`config.mk`:
```
export PLATFORM = sky130hd
export DESIGN_NAME = counter_bank_max_tracker_flat
export DESIGN_NICKNAME = d
export VERILOG_FILES = /design/src/rtl/core/cbmt_pkg.sv /design/src/rtl/core/cbmt_ifs.sv /design/src/rtl/core/cbmt_ram.sv /design/src/rtl/core/cbmt_ctrl.sv /design/src/rtl/core/counter_bank_max_tracker.sv /design/src/flat_wrapper.sv
export SDC_FILE = /design/constraint.sdc
export NUM_CORES = 2
export LEC_CHECK = 0
export BUFFER_PORTS_ARGS = -buffer_cell sky130_fd_sc_hd__buf_2
export CORE_ASPECT_RATIO = 1.5
export CORE_MARGIN = 4
export CORE_UTILIZATION = 45
export DETAILED_ROUTE_END_ITERATION = 8
export SYNTH_ARGS = -nofsm -noshare
export SYNTH_HDL_FRONTEND = slang
export SYNTH_HIERARCHICAL = 1
export SYNTH_SLANG_ARGS = --single-unit
```
`constraint.sdc`:
```
create_clock -name i_clk -period 6.2 [get_ports i_clk]
set_clock_uncertainty 0.1 [all_clocks]
set_input_delay 1.86 -clock i_clk [delete_from_list [all_inputs] [get_ports i_clk]]
set_output_delay 1.86 -clock i_clk [all_outputs]
set_load 0.03 [all_outputs]
```
`src/rtl/core/cbmt_pkg.sv`:
```
`default_nettype none

package cbmt_pkg;

    // Command codes carried on the request channel
    typedef enum logic [1:0] {
        CMD_INC   = 2'd0,
        CMD_DEC   = 2'd1,
        CMD_CLR   = 2'd2,
        CMD_QUERY = 2'd3
    } t_cmd;

    // Controller sequence
    typedef enum logic [2:0] {
        S_CLEAR,
        S_IDLE,
        S_MOD,
        S_SCAN,
        S_DRAIN
    } t_state;

endpackage

`default_nettype wire

```
`src/rtl/core/cbmt_ifs.sv`:
```
`default_nettype none

// Command request channel
interface cbmt_cmd_if #(
    parameter int IDX_W = 6
);
    logic             valid;
    logic             ready;
    logic [1:0]       cmd;
    logic [IDX_W-1:0] counter_index;

    modport source (output valid, output cmd, output counter_index, input ready);
    modport sink   (input valid, input cmd, input counter_index, output ready);
endinterface

// Result channel
interface cbmt_res_if #(
    parameter int CNT_W = 16,
    parameter int NUM_W = 7
);
    logic                    valid;
    logic                    ready;
    logic signed [CNT_W-1:0] counter_value;
    logic signed [CNT_W-1:0] max_value;
    logic [NUM_W-1:0]        num_at_max;
    logic                    bad_index;

    modport source (output valid, output counter_value, output max_value,
                    output num_at_max, output bad_index, input ready);
    modport sink   (input valid, input counter_value, input max_value,
                    input num_at_max, input bad_index, output ready);
endinterface

`default_nettype wire

```
`src/rtl/core/cbmt_ram.sv`:
```
`default_nettype none

// Single-port-write, single-port-read counter store, registered read (read-first)
module cbmt_ram #(
    parameter int DEPTH  = 64,
    parameter int DATA_W = 16
) (
    input  wire logic                     i_clk,
    input  wire logic                     i_rd_en,
    input  wire logic [$clog2(DEPTH)-1:0] i_rd_addr,
    output logic      [DATA_W-1:0]        o_rd_data,
    input  wire logic                     i_wr_en,
    input  wire logic [$clog2(DEPTH)-1:0] i_wr_addr,
    input  wire logic [DATA_W-1:0]        i_wr_data
);

    logic [DATA_W-1:0] r_mem [DEPTH];

    always_ff @(posedge i_clk) begin
        if (i_wr_en) begin
            r_mem[i_wr_addr] <= i_wr_data;
        end
    end

    always_ff @(posedge i_clk) begin
        if (i_rd_en) begin
            o_rd_data <= r_mem[i_rd_addr];
        end
    end

endmodule

`default_nettype wire

```
`src/rtl/core/cbmt_ctrl.sv`:
```
`default_nettype none

// Sequencer: read-modify-write of one counter, incremental max tracking,
// full rescan of the active set when the sole holder drops or the active
// count was rewritten.
module cbmt_ctrl #(
    parameter int NUM_COUNTERS = 64,
    parameter int COUNT_WIDTH  = 16
) (
    input  wire logic                                   i_clk,
    input  wire logic                                   i_rst_n,
    input  wire logic [$clog2(NUM_COUNTERS+1)-1:0]      i_active,
    input  wire logic                                   i_cfg_wr,
    cbmt_cmd_if.sink                                    i_cmd,
    cbmt_res_if.source                                  o_res
);

    localparam int IW = $clog2(NUM_COUNTERS);
    localparam int AW = $clog2(NUM_COUNTERS + 1);
    localparam int CW = COUNT_WIDTH;

    localparam logic signed [CW-1:0] CountTop    = {1'b0, {(CW-1){1'b1}}};
    localparam logic signed [CW-1:0] CountBottom = {1'b1, {(CW-1){1'b0}}};

    // Store port
    logic          rd_en;
    logic [IW-1:0] rd_addr;
    logic [CW-1:0] rd_data;
    logic          wr_en;
    logic [IW-1:0] wr_addr;
    logic [CW-1:0] wr_data;

    cbmt_ram #(
        .DEPTH  (NUM_COUNTERS),
        .DATA_W (CW)
    ) u_ram (
        .i_clk     (i_clk),
        .i_rd_en   (rd_en),
        .i_rd_addr (rd_addr),
        .o_rd_data (rd_data),
        .i_wr_en   (wr_en),
        .i_wr_addr (wr_addr),
        .i_wr_data (wr_data)
    );

    cbmt_pkg::t_state r_state, n_state;

    logic [IW-1:0]        r_ptr, n_ptr;
    logic                 r_pend, n_pend;
    logic                 r_first, n_first;
    cbmt_pkg::t_cmd       r_cmd, n_cmd;
    logic [IW-1:0]        r_idx, n_idx;
    logic                 r_bad, n_bad;
    logic signed [CW-1:0] r_val, n_val;
    logic signed [CW-1:0] r_max, n_max;
    logic [AW-1:0]        r_holders, n_holders;
    logic                 r_dirty, n_dirty;
    logic signed [CW-1:0] r_best, n_best;
    logic [AW-1:0]        r_cnt, n_cnt;

    logic                 r_out_valid, n_out_valid;
    logic signed [CW-1:0] r_out_val, n_out_val;
    logic signed [CW-1:0] r_out_max, n_out_max;
    logic [AW-1:0]        r_out_num, n_out_num;
    logic                 r_out_bad, n_out_bad;

    logic                 accept;
    logic                 in_ready;
    logic                 idx_bad;
    logic                 clr_last;
    logic                 scan_last;
    logic signed [CW-1:0] old_v;
    logic signed [CW-1:0] mod_v;
    logic                 holder_drop;
    logic                 need_scan;
    logic signed [CW-1:0] inc_max;
    logic [AW-1:0]        inc_holders;
    logic signed [CW-1:0] acc_best;
    logic [AW-1:0]        acc_cnt;

    assign accept    = i_cmd.valid && in_ready;
    assign idx_bad   = AW'(i_cmd.counter_index) >= i_active;
    assign clr_last  = r_ptr == IW'(NUM_COUNTERS - 1);
    assign scan_last = AW'(r_ptr) == AW'(i_active - 1'b1);
    assign old_v     = rd_data;

    // Saturating modify of the counter read last cycle
    always_comb begin
        mod_v = old_v;
        unique case (r_cmd)
            cbmt_pkg::CMD_INC:   if (old_v < CountTop)    mod_v = old_v + 1'b1;
            cbmt_pkg::CMD_DEC:   if (old_v > CountBottom) mod_v = old_v - 1'b1;
            cbmt_pkg::CMD_CLR:   mod_v = '0;
            cbmt_pkg::CMD_QUERY: mod_v = old_v;
        endcase
    end

    // Incremental max tracking for the one counter that changed
    assign holder_drop = !r_bad && (old_v == r_max) && (r_holders == AW'(1))
                         && (mod_v < r_max);
    assign need_scan   = r_dirty || holder_drop;

    always_comb begin
        inc_max     = r_max;
        inc_holders = r_holders;
        if (!r_bad) begin
            if (mod_v > r_max) begin
                inc_max     = mod_v;
                inc_holders = AW'(1);
            end else if ((mod_v == r_max) && (old_v != r_max)) begin
                inc_holders = AW'(r_holders + 1'b1);
            end else if ((old_v == r_max) && (mod_v < r_max)) begin
                inc_holders = AW'(r_holders - 1'b1);
            end
        end
    end

    // Rescan accumulator: running max and count of entries equal to it
    always_comb begin
        acc_best = r_best;
        acc_cnt  = r_cnt;
        if (r_first || ($signed(rd_data) > r_best)) begin
            acc_best = rd_data;
            acc_cnt  = AW'(1);
        end else if ($signed(rd_data) == r_best) begin
            acc_cnt = AW'(r_cnt + 1'b1);
        end
    end

    // Next state
    always_comb begin
        n_state = r_state;
        unique case (r_state)
            cbmt_pkg::S_CLEAR: if (clr_last) n_state = cbmt_pkg::S_IDLE;
            cbmt_pkg::S_IDLE:  if (accept) n_state = cbmt_pkg::S_MOD;
            cbmt_pkg::S_MOD:   n_state = need_scan ? cbmt_pkg::S_SCAN : cbmt_pkg::S_IDLE;
            cbmt_pkg::S_SCAN:  if (scan_last) n_state = cbmt_pkg::S_DRAIN;
            cbmt_pkg::S_DRAIN: n_state = cbmt_pkg::S_IDLE;
            default:           n_state = cbmt_pkg::S_IDLE;
        endcase
    end

    // Store port and handshake outputs
    always_comb begin
        rd_en    = 1'b0;
        rd_addr  = r_ptr;
        wr_en    = 1'b0;
        wr_addr  = r_ptr;
        wr_data  = '0;
        in_ready = 1'b0;
        unique case (r_state)
            cbmt_pkg::S_CLEAR: begin
                wr_en = 1'b1;
            end
            cbmt_pkg::S_IDLE: begin
                rd_en    = 1'b1;
                rd_addr  = i_cmd.counter_index;
                in_ready = !r_out_valid || o_res.ready;
            end
            cbmt_pkg::S_MOD: begin
                wr_en   = !r_bad;
                wr_addr = r_idx;
                wr_data = mod_v;
            end
            cbmt_pkg::S_SCAN: begin
                rd_en = 1'b1;
            end
            cbmt_pkg::S_DRAIN: begin
                rd_en = 1'b0;
            end
            default: begin
                rd_en = 1'b0;
            end
        endcase
    end

    // Datapath register updates
    always_comb begin
        n_ptr       = r_ptr;
        n_pend      = r_pend;
        n_first     = r_first;
        n_cmd       = r_cmd;
        n_idx       = r_idx;
        n_bad       = r_bad;
        n_val       = r_val;
        n_max       = r_max;
        n_holders   = r_holders;
        n_dirty     = r_dirty || i_cfg_wr;
        n_best      = r_best;
        n_cnt       = r_cnt;
        n_out_valid = r_out_valid && !o_res.ready;
        n_out_val   = r_out_val;
        n_out_max   = r_out_max;
        n_out_num   = r_out_num;
        n_out_bad   = r_out_bad;
        unique case (r_state)
            cbmt_pkg::S_CLEAR: begin
                n_ptr = clr_last ? '0 : IW'(r_ptr + 1'b1);
            end
            cbmt_pkg::S_IDLE: begin
                if (accept) begin
                    n_cmd = cbmt_pkg::t_cmd'(i_cmd.cmd);
                    n_idx = i_cmd.counter_index;
                    n_bad = idx_bad;
                end
            end
            cbmt_pkg::S_MOD: begin
                n_val = r_bad ? '0 : mod_v;
                if (need_scan) begin
                    n_ptr   = '0;
                    n_first = 1'b1;
                    n_pend  = 1'b0;
                end else begin
                    n_max       = inc_max;
                    n_holders   = inc_holders;
                    n_out_valid = 1'b1;
                    n_out_val   = r_bad ? '0 : mod_v;
                    n_out_max   = inc_max;
                    n_out_num   = inc_holders;
                    n_out_bad   = r_bad;
                end
            end
            cbmt_pkg::S_SCAN: begin
                n_pend = 1'b1;
                n_ptr  = IW'(r_ptr + 1'b1);
                if (r_pend) begin
                    n_best  = acc_best;
                    n_cnt   = acc_cnt;
                    n_first = 1'b0;
                end
            end
            cbmt_pkg::S_DRAIN: begin
                n_pend      = 1'b0;
                n_first     = 1'b0;
                n_max       = acc_best;
                n_holders   = acc_cnt;
                n_dirty     = i_cfg_wr;
                n_out_valid = 1'b1;
                n_out_val   = r_val;
                n_out_max   = acc_best;
                n_out_num   = acc_cnt;
                n_out_bad   = r_bad;
            end
            default: begin
                n_pend = 1'b0;
            end
        endcase
    end

    // Control state
    always_ff @(posedge i_clk) begin
        if (!i_rst_n) begin
            r_state     <= cbmt_pkg::S_CLEAR;
            r_ptr       <= '0;
            r_pend      <= 1'b0;
            r_first     <= 1'b0;
            r_max       <= '0;
            r_holders   <= AW'(NUM_COUNTERS);
            r_dirty     <= 1'b0;
            r_out_valid <= 1'b0;
        end else begin
            r_state     <= n_state;
            r_ptr       <= n_ptr;
            r_pend      <= n_pend;
            r_first     <= n_first;
            r_max       <= n_max;
            r_holders   <= n_holders;
            r_dirty     <= n_dirty;
            r_out_valid <= n_out_valid;
        end
    end

    // Payload
    always_ff @(posedge i_clk) begin
        r_cmd     <= n_cmd;
        r_idx     <= n_idx;
        r_bad     <= n_bad;
        r_val     <= n_val;
        r_best    <= n_best;
        r_cnt     <= n_cnt;
        r_out_val <= n_out_val;
        r_out_max <= n_out_max;
        r_out_num <= n_out_num;
        r_out_bad <= n_out_bad;
    end

    assign i_cmd.ready         = in_ready;
    assign o_res.valid         = r_out_valid;
    assign o_res.counter_value = r_out_val;
    assign o_res.max_value     = r_out_max;
    assign o_res.num_at_max    = r_out_num;
    assign o_res.bad_index     = r_out_bad;

    // The result register is always free when a modify finishes
    a_mod_out_free: assert property (@(posedge i_clk) disable iff (!i_rst_n)
        (r_state == cbmt_pkg::S_MOD) |-> !r_out_valid)
        else $error("result register busy at modify");

    // An accepted request always goes to modify next
    a_accept_mod: assert property (@(posedge i_clk) disable iff (!i_rst_n)
        accept |=> (r_state == cbmt_pkg::S_MOD))
        else $error("accepted request did not reach modify");

    // The scan never reads past the active set
    a_scan_bound: assert property (@(posedge i_clk) disable iff (!i_rst_n)
        (r_state == cbmt_pkg::S_SCAN) |-> (AW'(r_ptr) < i_active))
        else $error("scan pointer beyond active count");

    // Some active counter always holds the maximum
    a_holders_nz: assert property (@(posedge i_clk) disable iff (!i_rst_n)
        (r_state != cbmt_pkg::S_CLEAR) |-> (r_holders != '0))
        else $error("holder count is zero");

endmodule

`default_nettype wire

```
`src/rtl/core/counter_bank_max_tracker.sv`:
```
`default_nettype none

// Channel   Dir  Handshake            Payload
// i_cmd     in   valid / ready        cmd, counter_index
// o_res     out  valid / ready        counter_value, max_value, num_at_max, bad_index
// cfg       in   i_cfg_valid / o_cfg_ready  i_cfg_data (active_counters)
//
// A command reads the counter, then modifies it, writes it back and
// updates the tracked maximum. When the sole holder of the maximum drops, or
// after a write of active_counters, the active set is rescanned through the
// store read port, up to the clamped active count. After reset a clearing
// pass zeroes all NUM_COUNTERS entries of the store, with no command
// accepted until it ends. A stalled result is held in the output register;
// the next command is accepted once that register is taken.
module counter_bank_max_tracker #(
    parameter int NUM_COUNTERS = 64,
    parameter int COUNT_WIDTH  = 16
) (
    input  wire logic                              i_clk,
    input  wire logic                              i_rst_n,
    input  wire logic                              i_cfg_valid,
    output logic                                   o_cfg_ready,
    input  wire logic [$clog2(NUM_COUNTERS+1)-1:0] i_cfg_data,
    cbmt_cmd_if.sink                               i_cmd,
    cbmt_res_if.source                             o_res
);

    localparam int AW = $clog2(NUM_COUNTERS + 1);

    logic [AW-1:0] r_active;
    logic [AW-1:0] active_n;
    logic          cfg_wr;

    assign o_cfg_ready = 1'b1;
    assign cfg_wr      = i_cfg_valid;

    // active_counters register
    always_ff @(posedge i_clk) begin
        if (!i_rst_n) begin
            r_active <= AW'(NUM_COUNTERS);
        end else if (cfg_wr) begin
            r_active <= i_cfg_data;
        end
    end

    // Clamp to 1 .. NUM_COUNTERS
    always_comb begin
        if (r_active == '0) begin
            active_n = AW'(1);
        end else if (r_active > AW'(NUM_COUNTERS)) begin
            active_n = AW'(NUM_COUNTERS);
        end else begin
            active_n = r_active;
        end
    end

    cbmt_ctrl #(
        .NUM_COUNTERS (NUM_COUNTERS),
        .COUNT_WIDTH  (COUNT_WIDTH)
    ) u_ctrl (
        .i_clk    (i_clk),
        .i_rst_n  (i_rst_n),
        .i_active (active_n),
        .i_cfg_wr (cfg_wr),
        .i_cmd    (i_cmd),
        .o_res    (o_res)
    );

endmodule

`default_nettype wire

```
`src/flat_wrapper.sv`:
```
// flat-port wrapper written by rule: the top's interface ports become plain ports
module counter_bank_max_tracker_flat 
#(
    parameter int NUM_COUNTERS = 64,
    parameter int COUNT_WIDTH  = 16
)
  (i_clk, i_rst_n, i_cfg_valid, o_cfg_ready, i_cfg_data, i_cmd_valid, i_cmd_cmd, i_cmd_counter_index, i_cmd_ready, o_res_valid, o_res_counter_value, o_res_max_value, o_res_num_at_max, o_res_bad_index, o_res_ready);
  cbmt_cmd_if #(.IDX_W(6)) i_cmd_i ();
  cbmt_res_if #(.CNT_W(16), .NUM_W(7)) o_res_i ();
  input  wire logic i_clk;
  input  wire logic i_rst_n;
  input  wire logic i_cfg_valid;
  output logic o_cfg_ready;
  input  wire logic [$clog2(NUM_COUNTERS+1)-1:0] i_cfg_data;
  input wire logic [$bits(i_cmd_i.valid)-1:0] i_cmd_valid;
  input wire logic [$bits(i_cmd_i.cmd)-1:0] i_cmd_cmd;
  input wire logic [$bits(i_cmd_i.counter_index)-1:0] i_cmd_counter_index;
  output wire logic [$bits(i_cmd_i.ready)-1:0] i_cmd_ready;
  output wire logic [$bits(o_res_i.valid)-1:0] o_res_valid;
  output wire logic [$bits(o_res_i.counter_value)-1:0] o_res_counter_value;
  output wire logic [$bits(o_res_i.max_value)-1:0] o_res_max_value;
  output wire logic [$bits(o_res_i.num_at_max)-1:0] o_res_num_at_max;
  output wire logic [$bits(o_res_i.bad_index)-1:0] o_res_bad_index;
  input wire logic [$bits(o_res_i.ready)-1:0] o_res_ready;
  assign i_cmd_i.valid = i_cmd_valid;
  assign i_cmd_i.cmd = i_cmd_cmd;
  assign i_cmd_i.counter_index = i_cmd_counter_index;
  assign i_cmd_ready = i_cmd_i.ready;
  assign o_res_valid = o_res_i.valid;
  assign o_res_counter_value = o_res_i.counter_value;
  assign o_res_max_value = o_res_i.max_value;
  assign o_res_num_at_max = o_res_i.num_at_max;
  assign o_res_bad_index = o_res_i.bad_index;
  assign o_res_i.ready = o_res_ready;
  counter_bank_max_tracker #(.NUM_COUNTERS(NUM_COUNTERS), .COUNT_WIDTH(COUNT_WIDTH)) u_core (.i_clk(i_clk), .i_rst_n(i_rst_n), .i_cfg_valid(i_cfg_valid), .o_cfg_ready(o_cfg_ready), .i_cfg_data(i_cfg_data), .i_cmd(i_cmd_i), .o_res(o_res_i));
endmodule
```
* Yosys cells after proc, flatten, opt, wreduce, memory -nomap -nowiden *
Memory sizes are Yosys's and may differ from the RTL's. A register that Yosys moved wholly into a read port is not among the register bits.
Cells that the tools add are included.

operators by class
  add/subtract/negate cells = 7
  magnitude comparators = 7
  equality and inequality tests = 20
  muxes and demuxes = 47
  bitwise gates (word level) = 1
  reduce and logical (&&, ||, !) cells = 29

operator list
  cell                                                                    count
  16-bit two-way mux                                                      9
  16-bit one-hot mux with 2 select lines                                  2
  16-bit one-hot mux with 4 select lines                                  1
  7-bit two-way mux                                                       9
  16-bit equality test                                                    3
  16-bit greater-than comparator                                          2
  6-bit two-way mux                                                       4
  6-bit one-hot mux with 3 select lines                                   1
  16-bit by 1-bit adder with 16-bit output (second input constant)        1
  16-bit greater-than comparator (second input constant)                  1
  16-bit less-than comparator                                             1
  16-bit less-than comparator (second input constant)                     1
  16-bit != test                                                          1
  16-bit by 1-bit subtractor with 16-bit output (second input constant)   1
  7-bit by 1-bit adder with 7-bit output (second input constant)          2
  7-bit one-hot mux with 2 select lines                                   1
  7-bit by 1-bit subtractor with 7-bit output (second input constant)     2
  2-bit != test (second input constant)                                   6
  3-bit one-hot mux with 4 select lines                                   1
  1-bit two-way mux                                                       10
  2-bit AND reduction                                                     5
  3-bit two-way mux                                                       3
  6-bit by 7-bit equality test with 1-bit output                          1
  7-bit by 1-bit equality test with 1-bit output (second input constant)  1
  other kinds (23)                                                        42

storage, ports and cells
  bits in registers = 131
  bits in writable memories = 1024
  input port bits = 20
  output and inout port bits = 43
  word-level logic and storage cells = 131
  memories kept = 1

memories
  memory                     depth  width  rd ports  clocked after memory_dff  wr ports  line            RTL
  u_core.u_ctrl.u_ram.r_mem  64     16     1         1                         1         cbmt_ram.sv:17  logic [DATA_W-1:0] r_mem [DEPTH];

* Longest topological paths before layout *
  depth after elaboration = 11
  gate-level depth with buffers = 19
  gate-level depth less buffers = 17

* By module *
The synthesis kept the hierarchy.

by module, submodules not included
  module                    instances  cells an instance  area each (um2)  sequential area each (um2)
  cbmt_ram                  1          1829               40202.3          31230.0
  cbmt_ctrl                 1          944                8539.4           3363.2
  counter_bank_max_tracker  1          33                 331.6            140.1

* Worst setup path before layout *
OpenSTA, ideal clock, no wires.

  kind = register to register
  from = register u_core.u_ctrl.u_ram.o_rd_data[6] (read register of u_core.u_ctrl.u_ram.r_mem)
  to = register u_core.u_ctrl.r_out_bad, in the netlist u_core/u_ctrl/o_res.bad_index, enable pin
  library setup time = 0.382 ns
  data arrival time = 4.184 ns
  required time = 5.718 ns
  slack = 1.534 ns
  cell stages (with the launch flop) = 16
  buffers on the path = 2
  clock period less this slack = 4.666 ns
  cell sequence = edfxtp_1 -> buf_2 -> or4_1 -> nor4_1 -> o21ai_0 -> xnor2_1 -> a21oi_1 -> inv_1 -> ha_1 -> nand4_1 -> nor4_4 -> a21oi_1 -> o2111a_4 -> o31a_1 -> inv_2 -> buf_2

on the way
  longest elaborated chain between the ends = 8
  elaborated cells between the ends (all ways) = 15
  classes of those cells = add/sub (2); order compare (3); eq/ne (2); mux (3); reduce/logical (5)

RTL lines
  item                                                                         line                              RTL
  from (decl)                                                                  cbmt_ram.sv:11                    output logic [DATA_W-1:0] o_rd_data,
  16-bit by 1-bit subtractor with 16-bit output, or another cell as far along  cbmt_ctrl.sv:92                   cbmt_pkg::CMD_DEC: if (old_v > CountBottom) mod_v = old_v - 1'b1;
  16-bit two-way mux, on equally long branches                                 cbmt_ctrl.sv:92, cbmt_ctrl.sv:91
  16-bit one-hot mux with 4 select lines                                       cbmt_ctrl.sv:90                   unique case (r_cmd)
  16-bit less-than comparator                                                  cbmt_ctrl.sv:100                  && (mod_v < r_max);
  1-bit logical AND *                                                          cbmt_ctrl.sv:100
  1-bit logical OR *                                                           cbmt_ctrl.sv:101                  assign need_scan = r_dirty || holder_drop;
  2-bit != test (no source line) *                                             --
  2-bit AND reduction (no source line) *                                       --
  to (signal assigned)                                                         cbmt_ctrl.sv:284                  r_out_bad <= n_out_bad;
  to (decl)                                                                    cbmt_ctrl.sv:65                   logic r_out_bad, n_out_bad;

Mark *: on every way between the ends. The rest lies on a longest branch, timed or not.
A chain may end at the register's enable or synchronous reset.

* Worst setup path in the final report *
  from = register u_core.u_ctrl.u_ram.o_rd_data[4] (read register of u_core.u_ctrl.u_ram.r_mem)
  to = register u_core.u_ctrl.r_max[0]

on the way
  longest elaborated chain between the ends = 8
  elaborated cells between the ends (all ways) = 23
  classes of those cells = add/sub (2); order compare (5); eq/ne (2); mux (8); reduce/logical (6)

RTL lines
  item                                                                           line                                RTL
  16-bit by 1-bit subtractor with 16-bit output, or another cell as far along    cbmt_ctrl.sv:92
  16-bit two-way mux, on equally long branches                                   cbmt_ctrl.sv:92, cbmt_ctrl.sv:91
  16-bit one-hot mux with 4 select lines                                         cbmt_ctrl.sv:90
  16-bit greater-than comparator or 16-bit less-than comparator (tied branches)  cbmt_ctrl.sv:107, cbmt_ctrl.sv:100
  16-bit two-way mux or 1-bit logical AND (tied branches)                        cbmt_ctrl.sv:107, cbmt_ctrl.sv:100
  16-bit two-way mux or 1-bit logical OR (tied branches)                         cbmt_ctrl.sv:106, cbmt_ctrl.sv:101
  16-bit two-way mux or 2-bit != test (tied branches)                            --
  16-bit one-hot mux with 2 select lines or 2-bit AND reduction (tied branches)  --
  to (signal assigned)                                                           cbmt_ctrl.sv:266                    r_max <= n_max;
  to (decl)                                                                      cbmt_ctrl.sv:55                     logic signed [CW-1:0] r_max, n_max;

Several ways; a longest one is shown, not always the timed one. The select of a mux whose other input is x is not followed.

==> out/metrics.cfg <==
[status]
status = finished, final reports clean

[detailed_routing]
first_iter_violations = 2770
drt_first_pass_iters = 5
drc = 0
wl_met2_um = 69500
ant_nets = 0
wirelength_met1_um = 48500
vias_per_cell = 6.06
wl_per_cell_um = 29.8
num_vias = 27100
top_layer = met4
routed_wirelength_um = 133000
met3WireLength_um = 7240

[power_and_ir_drop]
powerDensity_nw_per_um2 = 292
leakage_nw = 16.5
power.internal_mw = 12.6
peakVddDrop_mv = 0.214
pwr-share-clk_pct = 40.9
p_sw_share_pct = 21.3
combinationalPowerShare_pct = 5.5
p_sw_mw = 3.42
pwr-share-seq_pct = 53.7

[setup_path]
crit_required_ns = 6.68
reg2regPathDepth = 16
worstPathCellList = or3_4 -> nor3_2 -> nor4b_1 -> a21o_1 -> a211o_1 -> inv_1 -> ha_1 -> nand4_1 -> nor4_4 -> a21oi_1 -> o2111a_4 -> o31a_1 -> inv_2 -> buf_4 -> a21oi_1 -> a211o_1
crit_buf_inv = 3
setup.worst_path.start_class = flop
slowest_delay_ns = 0.61
crit_family = simple AND/OR/NAND/NOR gates
cp_max_fo = 38
regToRegEndpoint = u_core/u_ctrl/r_max[0]
criticalPathCategory = reg2reg
cp.arrival_ns = 5.93
cp_slowest_cell = edfxtp_1
rrSetupSlack_ns = 0.75
end_kind = flop
reg2reg_from = u_core/u_ctrl/u_ram/o_rd_data[4]

[min_path]
whs_endpoint = u_core/u_ctrl/r_pend
holdPathStages = 2
hold_start = u_core/u_ctrl/r_pend
hp-class = reg2reg

[clock_network]
clock_path_buffers = 3
cts_setup_buffers = 0
cts_resized = 0
clkTransAtPathRegs_ns = 0.07
cts_hold_buf = 0
ctsRootBufferMaster = clkbuf_16
htreeDepth = 3
cts_buffers = 105
cts_tree = done
clock-sinks = 1171
clk_latency_ns = 0.69

[synthesis]
synth_top_area_cell = edfxtp_1
synth_top_flop_cell = edfxtp_1
synth-simple-area-share_pct = 5.76
synthMuxAreaShare_pct = 13.2
synth_compound_area_share_pct = 5.73
yosysSeqAreaShare_pct = 70.8
synth-async-reset-ratio_pct = 0
synthXorXnorAreaFrac_pct = 0.643
synthTopCellsByArea = edfxtp_1 69%, mux4_2 10%, mux2i_1 2.0%
synth_area_per_cell_um2 = 17.5
synth_top_family_by_area = multiplexers
synth_top_area_share_pct = 69.0
synth_most_common_cell = edfxtp_1
synth_seq_cells = 1171
yosys-top-cells-count = 1,128 x edfxtp_1, 220 x mux4_2, 148 x nand2_1, 136 x nor2_1, 98 x mux2i_1
syn-num-nets = 2872
synth_edf_count = 1128
yosysWarnings = 6
synthAdderAreaFrac_pct = 1.17
ys_types = 94
syn_area_um2 = 49100
syn_inst = 2806

[timing]
tightest_slew_ns = 1.36
finalSetupViolations = 0
relSlewSlack_pct = 9.24
fin_ws_ns = 0.751
hold_viol = 0
setup_tns_ns = 0
fin_crit_sh_pct = 87.9
drv_slew = 0
rsz0062_at_grt = no
fmax_mhz = 184
min_period_ns = 5.45

[floorplan]
die_y_um = 412
coreArea_um2 = 108000
ios = 63
start_util_pct = 45.3
dieArea_um2 = 115000
rows = 148
chipWidth_um = 278

[global_routing]
grt_pass1_wl_um = 192000
grt_overflow = 0
first_global_vias = 27600
grt_max_degree = 84
antenna_found_initial = 3
grtUsageTotal_pct = 23.0

[placed_design]
io_buffers = 61
gp_congestion = 0.896
pre_cts_ws_ns = 0.747
hpwlAfterDp_um = 87700

[cells_and_area]
nets = 3022
area.sequential_um2 = 34700
drive_gt1_share_pct = 23.0
area_growth_pct = 12.1
fillers = 8769
multiInputGateArea_um2 = 13200

[flow_run]
maxCapViolCount = 0

[per-stage QoR]
step | total power [mW] | std cells | utilization, % | hold WS, ns | instance area, um2
3_5_place_dp | 9.68 | 4274 | 47.6 | 0.380 | 51500
6_report | 16.1 | 4472 | 50.8 | 0.392 | 55000
3_3_place_gp | 9.67 | 4274 | 47.6 | 0.366 | 51500
4_1_cts | 16.2 | 4471 | 50.8 | 0.390 | 55000
5_1_grt | 16.6 | 4471 | 50.8 | 0.417 | 55000
2_1_floorplan | 9.39 | 2806 | - | 0.347 | 49100
[power groups by stage]
stage | registers (mW) | logic (mW) | clock network, mW
floorplan | 8.78 | 0.604 | 0
global placement | 8.79 | 0.884 | 0
detailed placement | 8.79 | 0.890 | 0
CTS | 8.62 | 0.891 | 6.71
global route | 8.62 | 0.925 | 7.03
finish | 8.62 | 0.882 | 6.56
[kinds of logic (layout without fill, tap and decap cells)]
| group | Yosys count | count (layout) |
|---|---|---|
| adder cells (fa/ha/maj) | 46 | 46 |
| XOR/XNOR | 36 | 36 |
| buffers and inverters | 245 | 485 |
| AND/OR/NAND/NOR | 556 | 556 |
| other | 1 | 2 |
| multiplexers | 362 | 362 |
| AO/OA/AOI/OAI | 389 | 389 |
| flip-flops | 1171 | 1171 |
[area by class of cell]
class | instances | area share (%)
tap | 1425 | 3.24
antenna | 1 | 0.00455
multi-input combinational | 1390 | 24.0
inverter | 78 | 0.532
timing repair buffer | 210 | 2.72
sequential | 1171 | 63.1
clock buffer | 124 | 5.10
clock inverter | 73 | 1.21
[registers in the layout, indices dropped and copies added (netlist names)]
register,count
u_core/u_ctrl/o_res.counter_value,16
u_core/u_ctrl/r_bad,1
u_core/u_ctrl/r_pend,1
u_core/u_ctrl/r_first,1
u_core/u_ctrl/u_ram/r_mem,1024
u_core/u_ctrl/r_dirty,1
u_core/u_ctrl/r_holders,7
u_core/u_ctrl/r_cnt,7
u_core/r_active,7
u_core/u_ctrl/o_res.valid,1
u_core/u_ctrl/r_idx,6
u_core/u_ctrl/o_res.bad_index,1
u_core/u_ctrl/r_ptr,6
u_core/u_ctrl/r_state,3
u_core/u_ctrl/o_res.max_value,16
u_core/u_ctrl/u_ram/o_rd_data,16
u_core/u_ctrl/r_val,16
u_core/u_ctrl/r_best,16
u_core/u_ctrl/r_cmd,2
u_core/u_ctrl/o_res.num_at_max,7
u_core/u_ctrl/r_max,16
[layout by cell type (no fill, tap or decap), types with 27 or more instances in the layout]
master	synthesis	final
edfxtp_1	1128	1128
mux4_2	220	220
nand2_1	148	147
buf_4	17	143
nor2_1	136	121
clkbuf_16	0	108
mux2i_1	98	98
inv_1	74	74
a21oi_1	67	67
buf_2	58	61
nand3_1	57	57
a22oi_1	49	49
ha_1	46	46
nor2b_1	48	45
dfxtp_1	43	43
o21ai_0	42	40
mux2_2	40	37
nand4_1	28	28
clkinv_2	0	27
[routing by layer]
metal,GRT usage (%),vias to the layer above
met2,41.2,1086
met3,3.10,296
met5,0,-
li1,-,11600
met4,12.2,0
met1,26.8,14100
[worst min-delay path, stage by stage, from the launching register on]
cell and delay (ns):
dfxtp_1 0.31, o21ai_0 0.07, a21oi_1 0.07
[worst max path at each step]
stage                                          start                                end  slack [ns]  cells after the start
finish              u_core/u_ctrl/u_ram/o_rd_data[4]             u_core/u_ctrl/r_max[0]        0.75                     16
floorplan           u_core/u_ctrl/u_ram/o_rd_data[6]      u_core/u_ctrl/o_res.bad_index        1.53                     15
CTS                 u_core/u_ctrl/u_ram/o_rd_data[4]             u_core/u_ctrl/r_max[0]        0.77                     16
detailed placement            i_cmd_counter_index[0]  u_core/u_ctrl/u_ram/o_rd_data[14]        0.75                      9
global route        u_core/u_ctrl/u_ram/o_rd_data[4]             u_core/u_ctrl/r_max[0]        0.55                     16
global placement              i_cmd_counter_index[0]  u_core/u_ctrl/u_ram/o_rd_data[14]        0.76                      9
(Power assumes the default switching activity.)
